===== src/hw/rtl/pfla_pkg.sv =====
// Shared widths, codes and the queue entry type of the page free list allocator.
package pfla_pkg;

   localparam int unsigned ADDR_W             = 32;
   localparam int unsigned CMD_W              = 2;
   localparam int unsigned STATUS_W           = 3;
   localparam int unsigned COUNT_W            = 11;
   localparam int unsigned CSR_INDEX_W        = 2;
   localparam int unsigned OP_W               = 2;

   localparam int unsigned CAPACITY_DEFAULT   = 1024;
   localparam int unsigned PAGE_SHIFT_DEFAULT = 12;

   localparam logic [ADDR_W-1:0] KERNEL_BASE_RESET = 32'h8000_0000;

   // Request commands.
   localparam logic [CMD_W-1:0] CMD_ALLOC = 2'd0;
   localparam logic [CMD_W-1:0] CMD_FREE  = 2'd1;
   localparam logic [CMD_W-1:0] CMD_ADD   = 2'd2;

   // Response status codes.
   localparam logic [STATUS_W-1:0] ST_OK        = 3'd0;
   localparam logic [STATUS_W-1:0] ST_EMPTY     = 3'd1;
   localparam logic [STATUS_W-1:0] ST_NULL      = 3'd2;
   localparam logic [STATUS_W-1:0] ST_UNALIGNED = 3'd3;
   localparam logic [STATUS_W-1:0] ST_LOW       = 3'd4;
   localparam logic [STATUS_W-1:0] ST_HIGH      = 3'd5;
   localparam logic [STATUS_W-1:0] ST_FULL      = 3'd6;

   // Configuration register indexes.
   localparam logic [CSR_INDEX_W-1:0] CSR_LOW_BOUND   = 2'd0;
   localparam logic [CSR_INDEX_W-1:0] CSR_HIGH_BOUND  = 2'd1;
   localparam logic [CSR_INDEX_W-1:0] CSR_KERNEL_BASE = 2'd2;

   // Operations handed from the front to the back.
   localparam logic [OP_W-1:0] OP_ALLOC  = 2'd0;
   localparam logic [OP_W-1:0] OP_PUSH   = 2'd1;
   localparam logic [OP_W-1:0] OP_ADD    = 2'd2;
   localparam logic [OP_W-1:0] OP_REPORT = 2'd3;

   typedef struct packed {
      logic [OP_W-1:0]     op;
      logic [STATUS_W-1:0] status;
      logic [ADDR_W-1:0]   address;
   } pfla_op_type;

endpackage


===== src/hw/rtl/pfla_front.sv =====
// Front end: configuration registers and classification of incoming requests.
module pfla_front #(
   parameter int unsigned PAGE_SHIFT = pfla_pkg::PAGE_SHIFT_DEFAULT
) (
   input  logic                                clock,
   input  logic                                reset,
   input  logic                                csr_we,
   input  logic [pfla_pkg::CSR_INDEX_W-1:0]    csr_index,
   input  logic [pfla_pkg::ADDR_W-1:0]         csr_wdata,
   input  logic                                req_valid,
   output logic                                req_ready,
   input  logic [pfla_pkg::CMD_W-1:0]          req_command,
   input  logic [pfla_pkg::ADDR_W-1:0]         req_page_address,
   output logic                                push_valid,
   input  logic                                push_ready,
   output pfla_pkg::pfla_op_type               push_data
);
   import pfla_pkg::*;

   logic [ADDR_W-1:0] low_bound_ff;
   logic [ADDR_W-1:0] high_bound_ff;
   logic [ADDR_W-1:0] kernel_base_ff;
   logic [ADDR_W-1:0] phys_address;
   logic [STATUS_W-1:0] check_status;

   always_ff @(posedge clock) begin
      if (reset) begin
         low_bound_ff   <= '0;
         high_bound_ff  <= '0;
         kernel_base_ff <= KERNEL_BASE_RESET;
      end else if (csr_we) begin
         unique case (csr_index)
            CSR_LOW_BOUND:   low_bound_ff   <= csr_wdata;
            CSR_HIGH_BOUND:  high_bound_ff  <= csr_wdata;
            CSR_KERNEL_BASE: kernel_base_ff <= csr_wdata;
            default: ;
         endcase
      end
   end

   assign phys_address = req_page_address - kernel_base_ff;

   // The store-full check needs the stack pointer and is left to the back end.
   always_comb begin
      priority if (req_page_address == '0) begin
         check_status = ST_NULL;
      end else if (req_page_address[PAGE_SHIFT-1:0] != '0) begin
         check_status = ST_UNALIGNED;
      end else if (req_page_address < low_bound_ff) begin
         check_status = ST_LOW;
      end else if (phys_address >= high_bound_ff) begin
         check_status = ST_HIGH;
      end else begin
         check_status = ST_OK;
      end
   end

   always_comb begin
      push_data.address = req_page_address;
      push_data.status  = ST_OK;
      push_data.op      = OP_REPORT;
      unique case (req_command)
         CMD_ALLOC: push_data.op = OP_ALLOC;
         CMD_FREE, CMD_ADD: begin
            push_data.status = check_status;
            if (check_status != ST_OK) begin
               push_data.op = OP_REPORT;
            end else if (req_command == CMD_ADD) begin
               push_data.op = OP_ADD;
            end else begin
               push_data.op = OP_PUSH;
            end
         end
         default: push_data.op = OP_REPORT;
      endcase
   end

   assign push_valid = req_valid;
   assign req_ready  = push_ready;

endmodule


===== config.mk =====
export PLATFORM = sky130hd
export DESIGN_NAME = pfla_front
export DESIGN_NICKNAME = d
export VERILOG_FILES = /design/src/hw/rtl/pfla_pkg.sv /design/src/hw/rtl/pfla_front.sv
export SDC_FILE = /design/constraint.sdc
export NUM_CORES = 1
export LEC_CHECK = 0
export BUFFER_PORTS_ARGS = -buffer_cell sky130_fd_sc_hd__buf_2
export CORE_UTILIZATION = 58
export CTS_CLUSTER_DIAMETER = 60
export DETAILED_ROUTE_END_ITERATION = 12
export PLACE_DENSITY = 0.88
export SLEW_MARGIN = 20
export SYNTH_ARGS = -nofsm -noshare
export SYNTH_HDL_FRONTEND = slang
export SYNTH_SLANG_ARGS = --single-unit
export TNS_END_PERCENT = 5

===== constraint.sdc =====
create_clock -name clock -period 5.9 [get_ports clock]
set_input_delay 0.885 -clock clock [delete_from_list [all_inputs] [get_ports clock]]
set_output_delay 0.885 -clock clock [all_outputs]
set_load 0.01 [all_outputs]

== Word-level counts from Yosys, hierarchy flattened ==
Index checks and enable logic that the tools add are counted.
W data, S select, Z words.

* Eq/ne operators: 4
* $lt $le $gt $ge: 2
* Multiplexer cells: 8
* Reduce and logical (&&, ||, !) cells: 9
* Add/sub/neg operators: 1

{| class="wikitable"
|+ Operator list
! cell !! number
|-
| $ge A32 B32 Y1 || 1
|-
| $logic_not A32 Y1 || 1
|-
| $lt A32 B32 Y1 || 1
|-
| $sub A32 B32 Y32 || 1
|-
| $mux W3 || 5
|-
| $reduce_bool A12 Y1 || 1
|-
| $reduce_and A2 Y1 || 3
|-
| $eq A2 B1 Y1 const B || 2
|-
| $eq A2 B2 Y1 const B || 2
|-
| $logic_not A2 Y1 || 2
|-
| $mux W2 || 2
|-
| $pmux W2 S2 || 1
|-
| $reduce_bool A3 Y1 || 1
|-
| $reduce_or A2 Y1 || 1
|}

* Input bits: 73
* Register bits after elaboration: 96
* Logic and storage cells: 27
* Output and inout port bits: 39

== Longest topological paths before layout ==
Gate-level depths: netlist (run 1).

* Word-level depth: 9
* Mapped depth: 21

== Least setup slack after synthesis (run 1) ==
No wires, ideal clock.

* Kind: input -> output
* From: input port req_page_address[0] (netlist bit)
* To: output port push_data[35] (netlist bit)
* Stages: 19
* Slack: 702 ps
* Buffers on the path: 0
* Required time: 5015 ps
* Data arrival time: 4313 ps
* Path through: inv_1 > ha_1 > inv_1 > fa_1 > a211oi_2 > o21bai_1 > o41ai_4 > o21ai_0 > o21ai_0 > nand2b_1 > xor2_1 > ha_1 > nand4_1 > or4_1 > o21ai_0 > o311ai_0 > nand2_1 > a21oi_1 > a31oi_1

{| class="wikitable"
|+ RTL lines
! element !! line !! text
|-
| start, declared || pfla_front.sv:13 || <nowiki>input logic [pfla_pkg::ADDR_W-1:0] req_page_address,</nowiki>
|-
| end, declared || pfla_front.sv:16 || <nowiki>output pfla_pkg::pfla_op_type push_data</nowiki>
|}

==> results of run 1 <==
cells in the final DEF, fill, tap and decap left out, drive strengths merged, types with 6 or more instances in the layout:
master,synthesis,final
nand2b,6,6
dfxtp,96,96
a21oi,143,143
a21o,42,42
a211oi,7,7
nor2,28,28
xnor2,17,17
nand2,212,212
nor3,7,7
inv,109,109
buf,34,113
nor4,10,10
o21ai,20,20
clkbuf,34,13
xor2,9,9
nand4,14,14
nand3,11,11
ha,96,96
and3,8,8
layout make-up:
cell class                      instances  area [sq um]
Multi-Input combinational cell        679          4380
Clock inverter                          3          40.0
Timing Repair Buffer                  113           581
Clock buffer                           13           260
Tap cell                              143           179
Fill cell                             993          3890
Sequential cell                        96          1920
Inverter                              109           409
synthesized netlist by cell type (all sizes together), types with 9 or more instances:
| cell | count |
|---|---|
| a21o | 42 |
| a21oi | 143 |
| buf | 34 |
| clkbuf | 34 |
| dfxtp | 96 |
| ha | 96 |
| inv | 109 |
| nand2 | 212 |
| nand3 | 11 |
| nand4 | 14 |
| nor2 | 28 |
| nor4 | 10 |
| o21ai | 20 |
| xnor2 | 17 |
| xor2 | 9 |
sequential cells by signal, indices dropped and copies added (netlist names):
signal,cells
kernel_base_ff,32
high_bound_ff,32
low_bound_ff,32
worst max-delay path, delay by kind of cell:
family	cells	cell delay, ns
buffers and inverters	5	0.57
adder cells (fa/ha/maj)	3	0.89
AND/OR/NAND/NOR	4	0.90
AO/OA/AOI/OAI	9	1.44
through the flow:
stage               utilization (%)  instance area, sq um
finish                         66.6                  7770
global route                   66.6                  7770
CTS                            66.6                  7760
detailed placement             64.0                  7460
global placement               64.0                  7460
floorplan                         -                  7080
power groups by stage:
| stage | combinational [mW] | sequential [mW] | clock [mW] |
|---|---|---|---|
| after floorplan | 0.337 | 0.692 | 0 |
| after CTS | 0.460 | 0.680 | 0.604 |
| after global placement | 0.444 | 0.694 | 0 |
| final | 0.463 | 0.680 | 0.600 |
| after detailed placement | 0.455 | 0.695 | 0 |
| after global routing | 0.517 | 0.683 | 0.635 |
kinds of logic after synthesis:
logic type / count (synthesis)
compound gates: 242
xor+xnor: 26
fa+ha+maj: 97
buf+inv: 177
flops: 96
mux: 1
simple gates: 313
metal layers:
layer	GRT usage [%]	part of all wire, %
met1	33.6	44
met2	50.9	50
met3	5.94	4.8
met4	9.87	2.1
met5	0	0
worst paths after layout:
kind,from,end
hold / removal,low_bound_ff[3],low_bound_ff[3]
hold reg to reg,low_bound_ff[3],low_bound_ff[3]
setup reg to reg,kernel_base_ff[24],kernel_base_ff[24]
setup / recovery,req_page_address[0],push_data[35]
==> metrics list, run 1 <==
- Outcome: completed
* Die span in x: 112 um
- Port buffering added 107 buffers.
- Global-route wire length before repair: 28700 um
- In the final layout, the share of cells above drive strength 1 is 15.0%.
- RSZ-0062 raised after global routing: no
- The worst setup path is launched from a primary input.
- The synthesized design contains 96 register bits.
- Counting flops with an async set or reset pin after synthesis yields a share of 0%.
- The count of nets left with antenna violations once routing finished came out at 0.
* Grt ovf: 0
- Area fraction in compound gates after synthesis: 21.9%
* Syn_area_per_cell: 7.44 sq um
- Once the floorplan was initialized, standard cells occupied 60.7% of the core.
- In this run the power spent charging and discharging nets is 526 uW.
- Sequential fraction of the synthesis area: 27.1%
- The pre-antenna-repair detailed-routing pass consisted of 4 iterations.
- The max-slew violation count was 0.
* Setup violators final: 0
- Num Clock Sinks: 96
- Max Clock Freq: 179 MHz
* GRT Resource Usage Total: 28.4%
* Initial antenna violation count: 0
* Sum Neg Setup Slack: 0 ns
- Final Non-Filler Cells: 1156
- Via count of the first global-routing pass: 6198
- First-iteration detailed-routing DRC count: 401
- Vias per cell: 5.63
* Pin count of the biggest net entering global routing: 63
- For this design the ratio of total power to cell area is 225 nW/um^2.
* Type of the worst setup path: primary input to primary output
- PostCTS Resize Cnt: 0
- In the finished design, the share of the clock period the worst path needs comes to 94.6%.
* Cell area after synthesis: 7080 sq um
- The clock network is responsible for 34.4% of the overall power.
* Post-synth top flop: dfxtp_1
* Main combinational cell family by area after synthesis: compound AO/OA/AOI/OAI gates
- The floorplan has 39 rows.
- In the final design database the tool counted 1178 nets.
* Final setup slack of the worst path: 0.321 ns
* Placed Cells incl. Taps: 1140
* Global placement routability congestion: 0.916
* Final antenna diode count: 0
* Post-route minimum period: 5.58 ns
* Sequence of cells on the critical path: buf_2, inv_1, ha_1, inv_1, fa_1, a211oi_2, o21bai_1, o41ai_4, buf_4, o21bai_1, a211oi_1, nor2_1, ha_1, nand4_1, or4_1, o21ai_0, o311ai_1, nand2_1, a21oi_2, a31oi_1, buf_2
- HPWL Detailed: 13100 um
* Clk_skew: 0 ns
- Static Leak: 3.19 nW
- Leading post-synthesis cells by cell area: dfxtp_1, ha_1, nand2_1
* Switching Fraction: 30.2%
* Bufs on Longest Clock Path: 2
* Required time at the worst-slack endpoint: 5.02 ns
- Largest incremental delay on the critical path: 0.52 ns
- Along the worst hold path, the cell count comes to 2.
- VDD sags by at most 165 uV.
- After Yosys synthesis, XOR and XNOR cells account for 3.22% of the synthesized area.
* Mux cell area share after synthesis: 0.141%
* Power after layout: 1.74 mW
- Combinational logic is responsible for 26.6% of the overall power.
- Top Ports: 112
* Routed via count: 6513
* Detailed-route wire length: 17400 um
* Number of cells traversed by the worst register-to-register path: 2
- Sequential cells burn 39.0% of the power.
* CTS tree: done
- Clock-pin slew was measured on the worst setup and hold paths at 0.06 ns.
- Internal portion of total power: 1.22 mW
- Pre-CTS setup slack: 0.300 ns
* Cell at the root of the clock tree: clkbuf_16
* Num CTS Buffers: 9
- Number of failing hold endpoints at the final stage: 0
- CP Max Fanout: 4
* Worst Hold Margin: 0.453 ns
- Summed over all instances, the cell type with the most area after synthesis is dfxtp_1.
- Post-CTS Repair Setup Buffers: 0
- Worst min-delay path category: flop to flop
- STA classifies the critical path endpoint as a primary output.
- Standard cell core area: 11700 sq um
* Share of synthesized cell area in and, or, nand and nor gates: 19.2%
- Die footprint: 12700 sq um
* Worst Max-Slew Pin Slew: 0.782 ns
- Number of enable-type register cells in the synthesized netlist: 0
- Clk Latency, worst-skew pair: 0.36 ns
* H-tree levels: 3
- After Yosys synthesis, full adders, half adders and majority gates account for 17.2% of the synthesized area.
- The slowest stage of the critical path belongs to the cell or4_1.
* Post-synthesis net count: 1122
- Number of instances in the synthesized netlist: 952
* Worst-case headroom to the max-slew limit: 47.8%
- Height of the die: 112 um
- Slack of the worst reg-to-reg path: 5.24 ns
- Data on the critical path arrives at its endpoint at 4.69 ns.
- Relative to the synthesized area, the layout overhead comes to 9.72%.
- In the final routed layout, each cell accounts on average for 15.0 um.
* DRC violation count after routing: 0
- During synthesis, Yosys emitted a total of 0 warnings.
- The number of hold buffers added after CTS was 0.
- The tool flagged a number of max-cap violations equal to 0.
* Yosys top cell area share: 27.1%
* Post-synth cell types: 57
Note: power is estimated with default switching activity, not from simulation.
==> inputs of run 2 (changes only) <==
--- a/config.mk
+++ b/config.mk
@@ -6,6 +6,7 @@
 export NUM_CORES = 1
 export LEC_CHECK = 0
 export BUFFER_PORTS_ARGS = -buffer_cell sky130_fd_sc_hd__buf_2
+export CORE_ASPECT_RATIO = 0.7
 export CORE_UTILIZATION = 58
 export CTS_CLUSTER_DIAMETER = 60
 export DETAILED_ROUTE_END_ITERATION = 12
==> metrics list, run 2 (synthesis gave the netlist of run 1 again) <==
- The source-to-sink clock delay at the later pin of the worst-skew pair is 0.35 ns (was 0.36 ns).
- The cell depth of the worst min-delay path is 2 (unchanged).
* Number of nets in the layout: 1178 (unchanged)
- Critical Path Slowest Stage Cell: or4_1 (unchanged)
- The arrival time reported for the critical path endpoint is 4.66 ns (was 4.69 ns).
- The achievable clock frequency was 180 MHz (was 179 MHz).
* Post-Layout Inst Area: 7830 sq um (was 7770 sq um)
* WL per Instance: 15.1 um (was 15.0 um)
- Worst Max-Slew Pin Slew: 1.04 ns (was 0.782 ns)
- The type of the worst setup path was primary input to primary output (unchanged).
* Worst-case headroom to the max-slew limit: 30.4% (was 47.8%)
* GRT Resource Usage Total: 29.3% (was 28.4%)
* Type of destination of the critical path: primary output (unchanged)
- The count of hold-fix buffers inserted at cts was 0 (unchanged).
* Clock slew at the register clock pins of the worst setup and hold paths: 0.07 ns (was 0.06 ns)
- Worst hold start: low_bound_ff[7] (was low_bound_ff[3])
* Share of cells above drive strength 1: 15.0% (unchanged)
* Required time at the worst-slack endpoint: 5.02 ns (about the same)
- Final antenna diode count: 0 (unchanged)
- Number of I/O port buffers: 107 (unchanged)
* Source of the worst register-to-register timing path: high_bound_ff[19] (was kernel_base_ff[24])
- Outcome: completed (unchanged).
* Grt ovf: 0 (unchanged)
- The detailed-route via count is 6463 (was 6513).
- Buffering stage count on the worst path with inverters included: 5 (unchanged)
- The number of cell rows came to 33 (was 39).
* Global-route wire length before repair: 29400 um (was 28700 um)
- Die span in x: 134 um (was 112 um)
- The final total power was 1.82 mW (was 1.74 mW).
- Initial antenna violation count: 0 (unchanged)
* Post-route minimum period: 5.54 ns (was 5.58 ns)
- The final-layout setup total negative slack is 0 ns (unchanged).
- Detailed-route wire length: 17700 um (was 17400 um)
- The path category of the worst min-delay check is flop to flop (unchanged).
- Most used cells in the layout excluding fill and tap cells: nand2_1, a21oi_1, inv_1, buf_2 (unchanged)
- The total die area is 12700 sq um (about the same).
- Maximum ir drop on the vdd rail: 150 uV (was 165 uV)
- Pwr per Cell Area: 232 nW/um^2 (was 225 nW/um^2)
- Static Leak: 3.21 nW (was 3.19 nW)
* CP delay by family, top: compound AO/OA/AOI/OAI gates (unchanged)
* Worst Hold Margin: 0.454 ns (was 0.453 ns)
- The max capacitance violation total is 0 (unchanged).
- The post-route clock period utilization came to 93.9% (was 94.6%).
* Post-CTS Repair Setup Buffers: 0 (unchanged)
* HPWL Detailed: 13100 um (about the same)
- The relative area change from synthesis to final layout is 10.6% (was 9.72%).
- Num Clock Sinks: 96 (unchanged)
- The number of buffers inserted during clock tree synthesis came to 9 (unchanged).
- The max-slew violation count was 0 (unchanged).
- The detailed router's first-iteration violation count came to 489 (was 401).
* Biggest regs: high_bound_ff x32, kernel_base_ff x32, low_bound_ff x32 (unchanged)
- The average vias per placed instance came to 5.52 (was 5.63).
* H-tree levels: 3 (unchanged)
* Bufs on Longest Clock Path: 2 (unchanged)
* Pin count of the biggest net entering global routing: 97 (was 63)
- The final number of hold-violating endpoints is 0 (unchanged).
- The placeable core region is 11800 sq um (was 11700 sq um).
* DRC violation count after routing: 0 (unchanged)
- Antenna Nets Post-Route: 0 (unchanged)
* Terminus of the critical flop-to-flop path: high_bound_ff[19] (was kernel_base_ff[24])
- Footprint of the flip-flops and latches: 1920 sq um (unchanged)
- Cell at the root of the clock tree: clkbuf_16 (unchanged)
- The total area of multi-input combinational cells came to 4380 sq um (about the same).
- Clk_skew: 0 ns (unchanged)
* Sequence of cells on the critical path: buf_2, inv_1, ha_1, inv_1, fa_1, a211oi_2, o21bai_1, o41ai_4, buf_4, o21bai_1, a211oi_1, nor2_1, ha_1, nand4_1, or4_1, o21ai_0, o311ai_1, nand2_1, a21oi_1, a31oi_1, buf_2 (was buf_2, inv_1, ha_1, inv_1, fa_1, a211oi_2, o21bai_1, o41ai_4, buf_4, o21bai_1, a211oi_1, nor2_1, ha_1, nand4_1, or4_1, o21ai_0, o311ai_1, nand2_1, a21oi_2, a31oi_1, buf_2)
- The end point of the worst hold path was low_bound_ff[7] (was low_bound_ff[3]).
- The filler cell count is 1005 (was 993).
- The post-placement cell area is 7480 sq um (was 7460 sq um).
* Slack of the worst reg-to-reg path: 5.23 ns (was 5.24 ns)
- The top-level I/O count was 112 (unchanged).
* PostCTS Resize Cnt: 0 (unchanged)
- The critical path startpoint category was a primary input (unchanged).
- The initial standard-cell utilization of the core came to 59.9% (was 60.7%).
- Most frequent standard cell in the layout excluding fill and tap cells: nand2_1 (unchanged)
* Height of the die: 94.4 um (was 112 um)
- The weighted congestion at the end of routability-driven global placement was 0.941 (was 0.916).
- Largest incremental delay on the critical path: 0.51 ns (was 0.52 ns)
- CP Max Fanout: 4 (unchanged)
* Number of cells traversed by the worst register-to-register path: 2 (unchanged)
* Number of iterations in the first detailed-routing pass: 5 (was 4)
* Via count of the first global-routing pass: 6020 (was 6198)
* Setup violators final: 0 (unchanged)
- CTS tree: done (unchanged)
* RSZ-0062 raised after global routing: no (unchanged)
## run 2: where the power goes
part           switching [mW]  leakage, nW  internal (mW)
Sequential             0.0108        0.780          0.670
Combinational           0.271         2.26          0.197
Clock                   0.255        0.162          0.413
Total                   0.537         3.21           1.28
## run 2: per-layer routing
layer	global-route usage, %	part of all wire, %	vias up
met5	0	0	-
met2	45.2	42	212
met1	41.4	50	2941
met3	6.12	7.0	23
li1	-	-	3287
met4	7.68	1.4	0
## run 2: worst max path at each step
stage,endpoint,startpoint,slack (ns),cells after the start
floorplan,push_data[35],req_page_address[0],0.70,19
global placement,push_data[35],req_page_address[0],0.38,21
detailed placement,push_data[35],req_page_address[0],0.28,21
CTS,push_data[35],req_page_address[0],0.27,21
global route,push_data[35],req_page_address[0],0.02,23
finish,push_data[35],req_page_address[0],0.36,21
## run 2: worst reg2reg max path, delay by kind of cell (launching register included)
family | cells | cell delay (ns)
flip-flops | 1 | 0.33
AO/OA/AOI/OAI | 1 | 0.19
AND/OR/NAND/NOR | 1 | 0.06
## run 2: cell type report
class / count / share of cell area (%)
Clock buffer: 10 / 2.93
Inverter: 109 / 5.23
Tap cell: 157 / 2.51
Clock inverter: 6 / 1.37
Multi-Input combinational cell: 679 / 56.0
Sequential cell: 96 / 24.6
Timing Repair Buffer: 113 / 7.42
## run 2: metrics by stage
step	instances	util [%]	setup WS, ns
5_1_grt	1170	66.3	0.0200
4_1_cts	1170	66.2	0.274
3_5_place_dp	1154	63.4	0.282
3_3_place_gp	1154	63.4	0.378
6_report	1170	66.3	0.358
2_1_floorplan	952	-	0.702
