===== src/hw/rtl/pfla_pkg.sv =====
// Shared widths, codes and the queue entry type of the page free list allocator.
package pfla_pkg;

   localparam int unsigned ADDR_W             = 32;
   localparam int unsigned CMD_W              = 2;
   localparam int unsigned STATUS_W           = 3;
   localparam int unsigned COUNT_W            = 11;
   localparam int unsigned CSR_INDEX_W        = 2;
   localparam int unsigned OP_W               = 2;

   localparam int unsigned CAPACITY_DEFAULT   = 1024;
   localparam int unsigned PAGE_SHIFT_DEFAULT = 12;

   localparam logic [ADDR_W-1:0] KERNEL_BASE_RESET = 32'h8000_0000;

   // Request commands.
   localparam logic [CMD_W-1:0] CMD_ALLOC = 2'd0;
   localparam logic [CMD_W-1:0] CMD_FREE  = 2'd1;
   localparam logic [CMD_W-1:0] CMD_ADD   = 2'd2;

   // Response status codes.
   localparam logic [STATUS_W-1:0] ST_OK        = 3'd0;
   localparam logic [STATUS_W-1:0] ST_EMPTY     = 3'd1;
   localparam logic [STATUS_W-1:0] ST_NULL      = 3'd2;
   localparam logic [STATUS_W-1:0] ST_UNALIGNED = 3'd3;
   localparam logic [STATUS_W-1:0] ST_LOW       = 3'd4;
   localparam logic [STATUS_W-1:0] ST_HIGH      = 3'd5;
   localparam logic [STATUS_W-1:0] ST_FULL      = 3'd6;

   // Configuration register indexes.
   localparam logic [CSR_INDEX_W-1:0] CSR_LOW_BOUND   = 2'd0;
   localparam logic [CSR_INDEX_W-1:0] CSR_HIGH_BOUND  = 2'd1;
   localparam logic [CSR_INDEX_W-1:0] CSR_KERNEL_BASE = 2'd2;

   // Operations handed from the front to the back.
   localparam logic [OP_W-1:0] OP_ALLOC  = 2'd0;
   localparam logic [OP_W-1:0] OP_PUSH   = 2'd1;
   localparam logic [OP_W-1:0] OP_ADD    = 2'd2;
   localparam logic [OP_W-1:0] OP_REPORT = 2'd3;

   typedef struct packed {
      logic [OP_W-1:0]     op;
      logic [STATUS_W-1:0] status;
      logic [ADDR_W-1:0]   address;
   } pfla_op_type;

endpackage


===== src/hw/rtl/pfla_queue.sv =====
// Two-entry queue of classified operations between the front and back ends.
module pfla_queue (
   input  logic                  clock,
   input  logic                  reset,
   input  logic                  push_valid,
   output logic                  push_ready,
   input  pfla_pkg::pfla_op_type push_data,
   output logic                  pop_valid,
   input  logic                  pop_ready,
   output pfla_pkg::pfla_op_type pop_data
);
   import pfla_pkg::*;

   pfla_op_type entry_ff [2];
   logic        wr_ptr_ff;
   logic        wr_ptr_in;
   logic        rd_ptr_ff;
   logic        rd_ptr_in;
   logic [1:0]  count_ff;
   logic [1:0]  count_in;
   logic        do_push;
   logic        do_pop;

   assign push_ready = (count_ff != 2'd2);
   assign pop_valid  = (count_ff != 2'd0);
   assign pop_data   = entry_ff[rd_ptr_ff];
   assign do_push    = push_valid && push_ready;
   assign do_pop     = pop_valid && pop_ready;

   always_comb begin
      wr_ptr_in = do_push ? ~wr_ptr_ff : wr_ptr_ff;
      rd_ptr_in = do_pop ? ~rd_ptr_ff : rd_ptr_ff;
      count_in  = count_ff;
      if (do_push && !do_pop) begin
         count_in = count_ff + 2'd1;
      end else if (do_pop && !do_push) begin
         count_in = count_ff - 2'd1;
      end
   end

   always_ff @(posedge clock) begin
      if (reset) begin
         wr_ptr_ff <= 1'b0;
         rd_ptr_ff <= 1'b0;
         count_ff  <= 2'd0;
      end else begin
         wr_ptr_ff <= wr_ptr_in;
         rd_ptr_ff <= rd_ptr_in;
         count_ff  <= count_in;
      end
   end

   always_ff @(posedge clock) begin
      if (do_push) begin
         entry_ff[wr_ptr_ff] <= push_data;
      end
   end

endmodule


===== config.mk =====
export PLATFORM = sky130hd
export DESIGN_NAME = pfla_queue
export DESIGN_NICKNAME = d
export VERILOG_FILES = /design/src/hw/rtl/pfla_pkg.sv /design/src/hw/rtl/pfla_queue.sv
export SDC_FILE = /design/constraint.sdc
export NUM_CORES = 1
export LEC_CHECK = 0
export BUFFER_PORTS_ARGS = -buffer_cell sky130_fd_sc_hd__buf_4
export CAP_MARGIN = 15
export CORE_UTILIZATION = 31
export CTS_CLUSTER_DIAMETER = 100
export DETAILED_ROUTE_END_ITERATION = 16
export PLACE_DENSITY = 0.62
export SLEW_MARGIN = 20
export SYNTH_ARGS = -nofsm -noshare
export SYNTH_HDL_FRONTEND = slang
export SYNTH_SLANG_ARGS = --single-unit
export TNS_END_PERCENT = 50

===== constraint.sdc =====
create_clock -name clock -period 3.79 [get_ports clock]
set_input_delay 0.5685 -clock clock [delete_from_list [all_inputs] [get_ports clock]]
set_output_delay 0.5685 -clock clock [all_outputs]
set_load 0.005 [all_outputs]

# [Word level (Yosys, flattened, before mapping)]
# Memories as Yosys holds them, arrays and structs flattened. A register that Yosys moved wholly into a read port is not among the register bits.
# Index checks and enable logic that the tools add are counted.
[totals] out_inout_bits=39 mem_bits_rw=74 ff_bits=4 input_bits=41 memories=1 elab_cells=23
[mem_list] memory="entry_ff" depth=2 word_bits=37 rd=1 rd_ports_with_merged_regs=1 write_ports=1 line="pfla_queue.sv:14" rtl="pfla_op_type entry_ff [2];"
[classes] eq_ne=1 n_reduce_logical=8 n_addsub=2 mux=6 bitwise_logic=2
[op_table] op="$logic_and 1x1->1" n=4
[op_table] op="$mux 1" n=4
[op_table] op="$mux 2" n=2
[op_table] op="$reduce_bool 2->1" n=2
[op_table] op="$add 2x1->2 const B" n=1
[op_table] op="$logic_not 1->1" n=2
[op_table] op="$ne 2x2->1 const B" n=1
[op_table] op="$not 1->1" n=2
[op_table] op="$sub 2x1->2 const B" n=1

# [Logic depth before layout (Yosys ltp)]
# Gate-level depths: netlist of run 1.
[logic_depth] depth_word=6 mapped_depth=6 depth_no_buf=6

# [Worst setup path after synthesis of run 1]
# No wires, ideal clock.
[synth_path] path_kind="register to register" start="register count_ff[0]" end="memory entry_ff[1][0] (netlist bit), enable pin" setup_slack_ns=1.853 n_path_buf=0 path_stages_with_launch=3 required_time_ns=3.392 period_less_slack_ns=1.937 setup_ns=0.398 t_arrival_ns=1.539 path_cell_list="dfxtp_1 nand2b_1 and3_1"
[synth_via] elab_chain_len=4
[synth_lines] item="start: declaration" line="pfla_queue.sv:19" rtl="logic [1:0] count_ff;"
[synth_lines] item="start signal: assignment" line="pfla_queue.sv:49" rtl="count_ff <= count_in;"
[synth_lines] item="$ne 2x2->1" line="pfla_queue.sv:24" rtl="assign push_ready = (count_ff != 2'd2);"
[synth_lines] item="net push_ready" line="pfla_queue.sv:6" rtl="output logic push_ready,"
[synth_lines] item="$logic_and 1x1->1" line="pfla_queue.sv:27" rtl="assign do_push = push_valid && push_ready;"
[synth_lines] item="$mux 1" line="pfla_queue.sv:54" rtl="if (do_push) begin"
[synth_lines] item="$mux 1 (not written as such)" line="pfla_queue.sv:55" rtl="entry_ff[wr_ptr_ff] <= push_data;"
[synth_lines] item="end: declaration" line="pfla_queue.sv:14"
# The timed path passes the listed nets, and every way through them passes these cells.

==> metrics.txt, run 1 <==
net count after synthesis 181; Synth Instances 139; commonest cells in the netlist edfxtp_1 (74), mux2_2 (37), dfxtp_1 (5); Int Pwr 1.669 mW; first-pass GRT wire length 7790 um; Synth Warn # 0; final slew viol count 0; WP data required 3.22 ns; Clk pin slew, worst setup/hold paths 0.08 ns; post-CTS setup buffers 0; worst-case reg-to-reg path depth 4; largest net degree at the start of global routing 38; area of the multi-input gates 536.8 um2; Min-Delay Path Class in2reg; Worst Skew about 0.0069 ns; Comb pwr share around 24%; status complete, but fails checks; Util after Layout 42.33%; VDD IR max 0.2357 mV; Yosys top cell by area edfxtp_1; Final Hold Fails 0; DR vias 1503; top area cells in the synthesized netlist edfxtp_1 (77%), mux2_2 (14%), dfxtp_1 (3.5%), xor2_1 (0.91%), buf_4 (0.78%); syn_area_per_cell slightly above 20 um2; Root Driver clkbuf_8; fmax 413.8 MHz; total gr overflow 0; top-count cell post-synth edfxtp_1; Worst Path Max Fanout 37; hold_buf cts 0; Die Ht 98.54 um; Final Cycle Share between 60% and 70%; area fraction of the dominant cell type after synthesis between 70% and 80%; crit path DAT 1.85 ns; post-CTS resize count 0; Post-synth ARST share 0%; RSZ-0062 raised after global routing no; ant diodes 0; sequential element share of the synthesized area between 80% and 90%; Std-Cell Core Area 8891 um2; post-route DRC violation count 1; final setup TNS 0 ns; Finished Layout Cells 339; Clock Sinks 79; Port-buffer cells 79; Initial Util 32.49%; synthesized area between 2000 and 3000 um2; Fillers 805; I/O Pins 80; Power Dens Cells 597.3 nW/um2; fin crit period 2.417 ns; Net Sw Frac 25.76%; Final #Nets 268; CP startpoint kind register; Synth Flop Type edfxtp_1; All-Layer GR Usage 10.92%; Crit. End Element primary output; Placer Congestion 0.6490; die area 9709 um2; Area growth syn-to-layout 30.27%; clock share of power a little under a quarter; Register Area roughly 2300 um2; DRT iter0 DRCs 35; Clock Tree Buf Depth 2; Inst Count DP 323; layout cells sized above 1 58.44%; antenna-violating nets left 0; vias in the first global route 1608; Final HPWL DP 3110 um; Clock Latency Late Sink 0.34 ns; Final Setup Violations 0; TritonCTS clock tree yes; Vias/cell between 4 and 5; max-cap violation count 0; failing checks design-rule violations; site row count 34; Hold Path Cell Cnt 1; leak pwr 1.384 nW; initial antenna violation count 0; H-tree depth 3; Seq pwr share 52.4%; Num CTS Buffers 9; Post-synth EDFFs 74; WS Path Type reg2out; synth unique cells 18; Die W 98.54 um; Routed wire per std cell 14.42 um; flops & latches, synth between 70 and 80; Switch Pwr between 0.5 and 0.6 mW; relative slew slack 38.75%; First-pass DRT Iterations 12; final WL 4889 um; hold_ws slightly above 0.4 ns; Slew @ Worst Pin roughly 0.9 ns
==> power by group through the flow <==
stage	Clock (mW)	Combinational [mW]	Sequential, mW
floorplan	0	0.333	1.14
global placement	0	0.556	1.20
CTS	0.545	0.563	1.19
detailed placement	0	0.559	1.21
global route	0.585	0.599	1.20
finish	0.522	0.548	1.18
==> worst max-delay path, stage by stage, from the launching register on <==
cell	delay [ns]
dfxtp_2	0.94
mux2_2	0.43
buf_4	0.14
==> registers in the layout, indices dropped and copies added, names as in the netlist, named ones only <==
name and flops:
count_ff 2, entry_ff 74, rd_ptr_ff 1, wr_ptr_ff 1
==> through the flow <==
step	total power [mW]	area (um2)	setup WS, ns
2_1_floorplan	1.469	2889	1.853
3_3_place_gp	1.755	3600	1.599
3_5_place_dp	1.765	3600	1.561
4_1_cts	2.296	3764	1.260
5_1_grt	2.383	3764	1.240
6_report	2.248	3764	1.373
==> final cells by class <==
class                   count  share of cell area (%)
flip-flops and latches     79                   61.74
well taps                 108                   3.590
inverters                   1                 0.09973
multi-input cells          55                   14.26
clock buffers               9                   3.291
clock inverters             7                   1.064
repair buffers             80                   15.96
==> path summary, 6_finish.rpt <==
kind	slack, ns	start	end
worst max-delay path	1.37	register	pop_data[11]
worst min-delay path	0.41	push_data[31]	entry_ff[1][31]$_DFFE_PP_
worst max register to register	1.72	count_ff[0]$_SDFFE_PP0P_	entry_ff[0][32]$_DFFE_PP_
worst min register to register	0.51	count_ff[1]$_SDFFE_PP0P_	count_ff[1]$_SDFFE_PP0P_
==> per-layer routing <==
| layer | vias up | track usage [%] | part of all wire, % |
|---|---|---|---|
| met5 | - | 0 | 0 |
| met4 | 0 | 5.855 | 1.5 |
| met3 | 8 | 3.972 | 6.6 |
| met2 | 54 | 18.58 | 51 |
| met1 | 728 | 11.94 | 41 |
| li1 | 713 | - | - |
==> layout by cell type, fill, tap and decap left out <==
cell / count
and3_2: 1
or3_1: 1
a21bo_2: 1
or2_2: 1
a21oi_1: 2
clkinv_1: 3
nor2_1: 3
ha_1: 1
buf_4: 80
clkbuf_8: 9
clkinv_2: 2
nand2b_1: 1
mux2_2: 37
dfxtp_2: 1
and2_1: 1
clkinvlp_4: 3
xor2_1: 3
nand3b_1: 1
edfxtp_1: 74
dfxtp_1: 4
o21ai_0: 2
==> cell families after synthesis <==
| logic type | share of synthesized area [%] |
|---|---|
| adder cells (fa/ha/maj) | 0.4330 |
| AO/OA/AOI/OAI | 1.039 |
| buffers and inverters | 1.082 |
| XOR/XNOR | 0.9097 |
| AND/OR/NAND/NOR | 1.733 |
| multiplexers | 14.42 |
| flip-flops | 80.38 |
Power figures use the tool's default switching activity.
==> run 2: changes to the inputs <==
- ABC_AREA: unset -> 1
- PLACE_DENSITY: 0.62 -> 0.63
- clock period: 3.79 -> 2 ns (I/O delays scaled with it)
==> metrics.txt, run 2 <==
layout cells sized above 1 a little under three fifths; Final HPWL DP 3349 um; Synth Flop Type edfxtp_1; WHS Endpoint entry_ff[1][29]$_DFFE_PP_; Fillers ~870; max-cap violation count 0; Hold Path Cell Cnt 1; Post-synth ARST share 0%; leak pwr 1.578 nW; Power Dens Cells 1164 nW/um2; Crit. End Element primary output; final slew viol count 0; worst-case reg-to-reg path depth 10; Final Hold Fails 0; final setup TNS 0 ns; initial antenna violation count 0; number of flip-flops in the largest register 74; Finished Layout Cells about 380; most common cell after layout, fill and taps aside buf_4; flop2flop setup slack 0.46 ns; antenna-violating nets left 0; syn_area_per_cell 20.14 um2; Die Ht 101.4 um; Synth Warn # 0; Worst Path Max Fanout 37; net count after synthesis 194; Clock Tree Buf Depth 2; WS Path Type reg2out; top area cells in the synthesized netlist edfxtp_1 (73%), mux2_4 (15%), dfxtp_1 (3.3%), mux2_2 (2.6%), buf_12 (2.0%); Vias/cell 4.178; Reg-to-Reg End count_ff[1]$_SDFFE_PP0P_; Area growth syn-to-layout 31.43%; sequential element share of the synthesized area 75.85%; first-pass GRT wire length between 7000 and 8000 um; Post-synth EDFFs 74; Die W 101.4 um; Port-buffer cells 79; largest net degree at the start of global routing 38; vias in the first global route ~1600; ant diodes 0; WP data required 1.70 ns; Clock Sinks 79; post-route DRC violation count 0; top-count cell post-synth edfxtp_1; Most flops, register entry_ff; TritonCTS clock tree yes; Hold Crit Start push_data[29]; H-tree depth 3; post-CTS resize count 0; Final Setup Violations 0; crit path DAT 1.48 ns; Root Driver clkbuf_8; total gr overflow 0; Yosys top cell by area edfxtp_1; area fraction of the dominant cell type after synthesis 72.58%; First-pass DRT Iterations 4; Register Area approximately 2300 um2; commonest cells in the netlist edfxtp_1 (74), mux2_4 (30), nand2_1 (9); die area roughly 10000 um2; All-Layer GR Usage 10.17%; Routed wire per std cell 13.34 um; Slew @ Worst Pin 0.2807 ns; post-CTS setup buffers 0; DR vias 1575; DRT iter0 DRCs 33; RSZ-0062 raised after global routing no; area of the multi-input gates around 650 um2; Clk pin slew, worst setup/hold paths 0.09 ns; Clock Latency Late Sink about 0.34 ns; synth unique cells 14; Num CTS Buffers 9; I/O Pins 80; fin crit period 1.783 ns; synthesized area 3062 um2; biggest regs entry_ff: 74 flops, count_ff: 2 flops; CP startpoint kind register; Std-Cell Core Area 9415 um2; Tot Pwr 4.685 mW; status completed; Initial Util 32.52%; fmax approximately 560 MHz; relative slew slack approximately 80%; Synth Instances 152; Min-Delay Path Class in2reg; flops & latches, synth 79; R2R Path Start count_ff[0]$_SDFFE_PP0P_; Inst Count DP 361; VDD IR max between 0.6 and 0.7 mV; pre-CTS setup slack 0.4871 ns; most frequent cells in the layout buf_4 (83), edfxtp_1 (74), mux2_4 (30); Placer Congestion 0.6411; final WL 5030 um; hold_buf cts 0; setup ws final ~0.22 ns; site row count 35; Worst Skew about 0.0096 ns; Final #Nets between 200 and 300; Final Cycle Share between 80% and 90%
-- run 2: changes by cell type in the layout (fill, tap and decap cells not counted), sizes merged, moves of 2 or more --
cell	change
xor2	-3
nand2	+9
clkinv	-2
inv	+8
nand3	+2
bufinv	+2
buf	+4
nor2	+4
clkinvlp	-2
-- run 2: cells by family (layout without fill, tap and decap cells) --
logic type / Yosys count / count (layout) / synth area share, %
flip-flops: 79 / 79 / 75.85
AO/OA/AOI/OAI: 4 / 4 / 0.6539
buffers and inverters: 12 / 108 / 3.310
adder cells (fa/ha/maj): 1 / 1 / 0.4086
multiplexers: 37 / 37 / 17.29
AND/OR/NAND/NOR: 19 / 19 / 2.493
-- run 2: critical path, cell delays in order, from the launching register on --
cell and delay (ns):
dfxtp_2 0.34, buf_12 0.27, mux2_2 0.38, buf_4 0.14
-- run 2: power by group --
part | total [mW] | internal, mW | switching (mW)
Sequential | 2.16 | 2.09 | 0.0651
Clock | 1.25 | 0.699 | 0.555
Combinational | 1.28 | 0.731 | 0.545
-- run 2: metal layers --
| layer | up-vias | track usage [%] | part of all wire, % |
|---|---|---|---|
| met5 | - | 0 | 0 |
| met1 | 768 | 10.89 | 41 |
| met3 | 5 | 4.141 | 6.7 |
| met4 | 0 | 5.017 | 0.80 |
| met2 | 51 | 17.43 | 52 |
| li1 | 751 | - | - |
-- run 2: how the worst max path moves through the flow --
stage                             start                        to  slack [ns]  cells after the start
6_report                       register              pop_data[30]        0.22                      3
5_1_grt                        register              pop_data[30]        0.16                      3
2_1_floorplan  count_ff[0]$_SDFFE_PP0P_  entry_ff[0][0]$_DFFE_PP_       -0.56                      4
3_3_place_gp   count_ff[0]$_SDFFE_PP0P_  count_ff[1]$_SDFFE_PP0P_        0.58                     10
4_1_cts                        register              pop_data[30]        0.18                      3
3_5_place_dp   count_ff[0]$_SDFFE_PP0P_  count_ff[1]$_SDFFE_PP0P_        0.49                     10
-- run 2: through the flow --
stage	util (%)	cell area (um2)	hold slack (ns)
after detailed placement	40.48	3811	0.4831
after CTS	42.74	4024	0.1134
after floorplan	-	3062	0.3989
final	42.74	4024	0.1331
after global placement	40.48	3811	0.4773
after global routing	42.74	4024	0.1054
-- run 2: area by class of cell --
| class | count | share of cell area, % |
|---|---|---|
| flip-flops and latches | 79 | 57.74 |
| multi-input cells | 61 | 16.23 |
| repair buffers | 84 | 15.98 |
| well taps | 129 | 4.011 |
| clock buffers | 10 | 3.172 |
| clock inverters | 6 | 2.114 |
| inverters | 8 | 0.7463 |
==> run 3: changes to the inputs <==
- CORE_UTILIZATION: 31 -> 45
- PLACE_DENSITY: 0.63 -> 0.82
- SLEW_MARGIN: 20 -> 10
==> metrics.txt, run 3 (synthesized netlist as in run 2, its figures left out) <==
Num CTS Buffers 9; status complete, but fails checks; post-CTS resize count 0; Slowest-stage cell, CP dfxtp_2; total gr overflow 0; Root Driver clkbuf_8; biggest regs entry_ff: 74 flops, count_ff: 2 flops; most used cell, CP buf_4; Final Setup Violations 0; Power Dens Cells 1178 nW/um2; relative slew slack 81.46%; max-cap violation count 0; Final Cycle Share 93.67%; number of flip-flops in the largest register 74; Final Hold Fails 0; initial antenna violation count 0; VDD IR max ~0.87 mV; site row count 29; CP bufs+invs 2; hold_ws 0.1476 ns; Die Ht 84.49 um; die area 7138 um2; Placer Congestion 0.6640; Area growth syn-to-layout 30.04%; Clk pin slew, worst setup/hold paths 0.07 ns; First-pass DRT Iterations 11; vias in the first global route approximately 1600; H-tree depth 3; DR vias 1564; Final HPWL DP 3327 um; Min-Delay Path Class in2reg; Initial Util between 40 and 50%; final setup TNS 0 ns; crit-path cells buf_4 > mux2_4 > buf_4; All-Layer GR Usage 14.29%; final slew viol count 0; Slew @ Worst Pin 0.2781 ns; WP data required ~1.7 ns; Crit. End Element primary output; CP peak stage delay between 0.4 and 0.5 ns; critical path's top delay family flip-flops; Worst Skew 0.007578 ns; fmax 533.8 MHz; RSZ-0062 raised after global routing no; fin crit period 1.873 ns; Clock Tree Buf Depth 2; TritonCTS clock tree yes; setup ws final 0.1267 ns; final WL 4706 um; Vias/cell around 4.8; Most flops, register entry_ff; crit path DAT around 1.6 ns; most common cell after layout, fill and taps aside buf_4; post-CTS setup buffers 0; ant diodes 0; Final #Nets 286; Std-Cell Core Area 6459 um2; Clock Sinks 79; post-route DRC violation count 7; Clock Latency Late Sink between 0.3 and 0.4 ns; I/O Pins 80; antenna-violating nets left 0; layout cells sized above 1 56.63%; DRT iter0 DRCs 121; CP startpoint kind register; WS Path Type reg2out; Worst Path Max Fanout 12; hold_buf cts 0; Port-buffer cells 79; largest net degree at the start of global routing 21; first-pass GRT wire length 7438 um; leak pwr 1.598 nW; Die W about 84 um; pre-CTS setup slack about 0.46 ns; failing checks design-rule violations; most frequent cells in the layout buf_4 (84), edfxtp_1 (74), mux2_4 (30); Routed wire per std cell 14.44 um
[run 3: changes by cell type in the layout (fill, tap and decap cells not counted)]
cell        previous run  this run
clkinv_1               1         0
clkbuf_8               9        14
clkbuf_1               1         0
bufinv_16              2         1
clkinv_4               1         0
clkinvlp_4             1         0
buf_4                 83        84
[run 3: per-stage QoR]
stage | utilization [%] | instances | power (mW) | area, um2
after floorplan | - | 152 | 2.969 | 3062
after global placement | 58.12 | 310 | 3.448 | 3754
after detailed placement | 58.12 | 310 | 3.484 | 3754
after CTS | 61.64 | 326 | 4.760 | 3981
after global routing | 61.64 | 326 | 4.923 | 3981
final | 61.64 | 326 | 4.691 | 3981
[run 3: final timing paths]
kind	start	end	slack, ns	cells after the start
worst min-delay path	push_data[32]	entry_ff[0][32]$_DFFE_PP_	0.15	1
worst max-delay path	register	pop_data[16]	0.13	3
worst min register to register	rd_ptr_ff$_SDFFE_PP0P_	rd_ptr_ff$_SDFFE_PP0P_	0.54	2
worst max register to register	count_ff[0]$_SDFFE_PP0P_	count_ff[1]$_SDFFE_PP0P_	0.46	10
[run 3: where the power goes]
group	leakage (nW)	internal, mW	switching (mW)
combinational	0.747	0.734	0.510
sequential	0.732	2.09	0.0892
clock	0.119	0.746	0.520
[run 3: final cells by class]
type / count / area, um2
clock buffer: 14 / 192.7
clock inverter: 2 / 35.03
fill: 488 / 2477
inverter: 8 / 30.03
multi-input combinational: 61 / 653.1
sequential: 79 / 2323
tap: 77 / 96.34
timing repair buffer: 85 / 650.6
[run 3: per-layer routing]
metal | track usage, % | part of all wire, % | vias up
li1 | - | - | 751
met1 | 14.48 | 37 | 750
met2 | 25.50 | 54 | 58
met3 | 6.785 | 7.8 | 5
met4 | 5.393 | 0.72 | 0
met5 | 0 | 0 | -
[run 3: worst reg2reg max path, stage by stage, from the launching register on]
cell,delay [ns]
dfxtp_1,0.31
inv_1,0.12
nand2_1,0.09
nand2_1,0.21
inv_1,0.10
ha_1,0.32
inv_1,0.08
nand3_1,0.07
nand2_1,0.06
inv_1,0.03
nor2_1,0.09
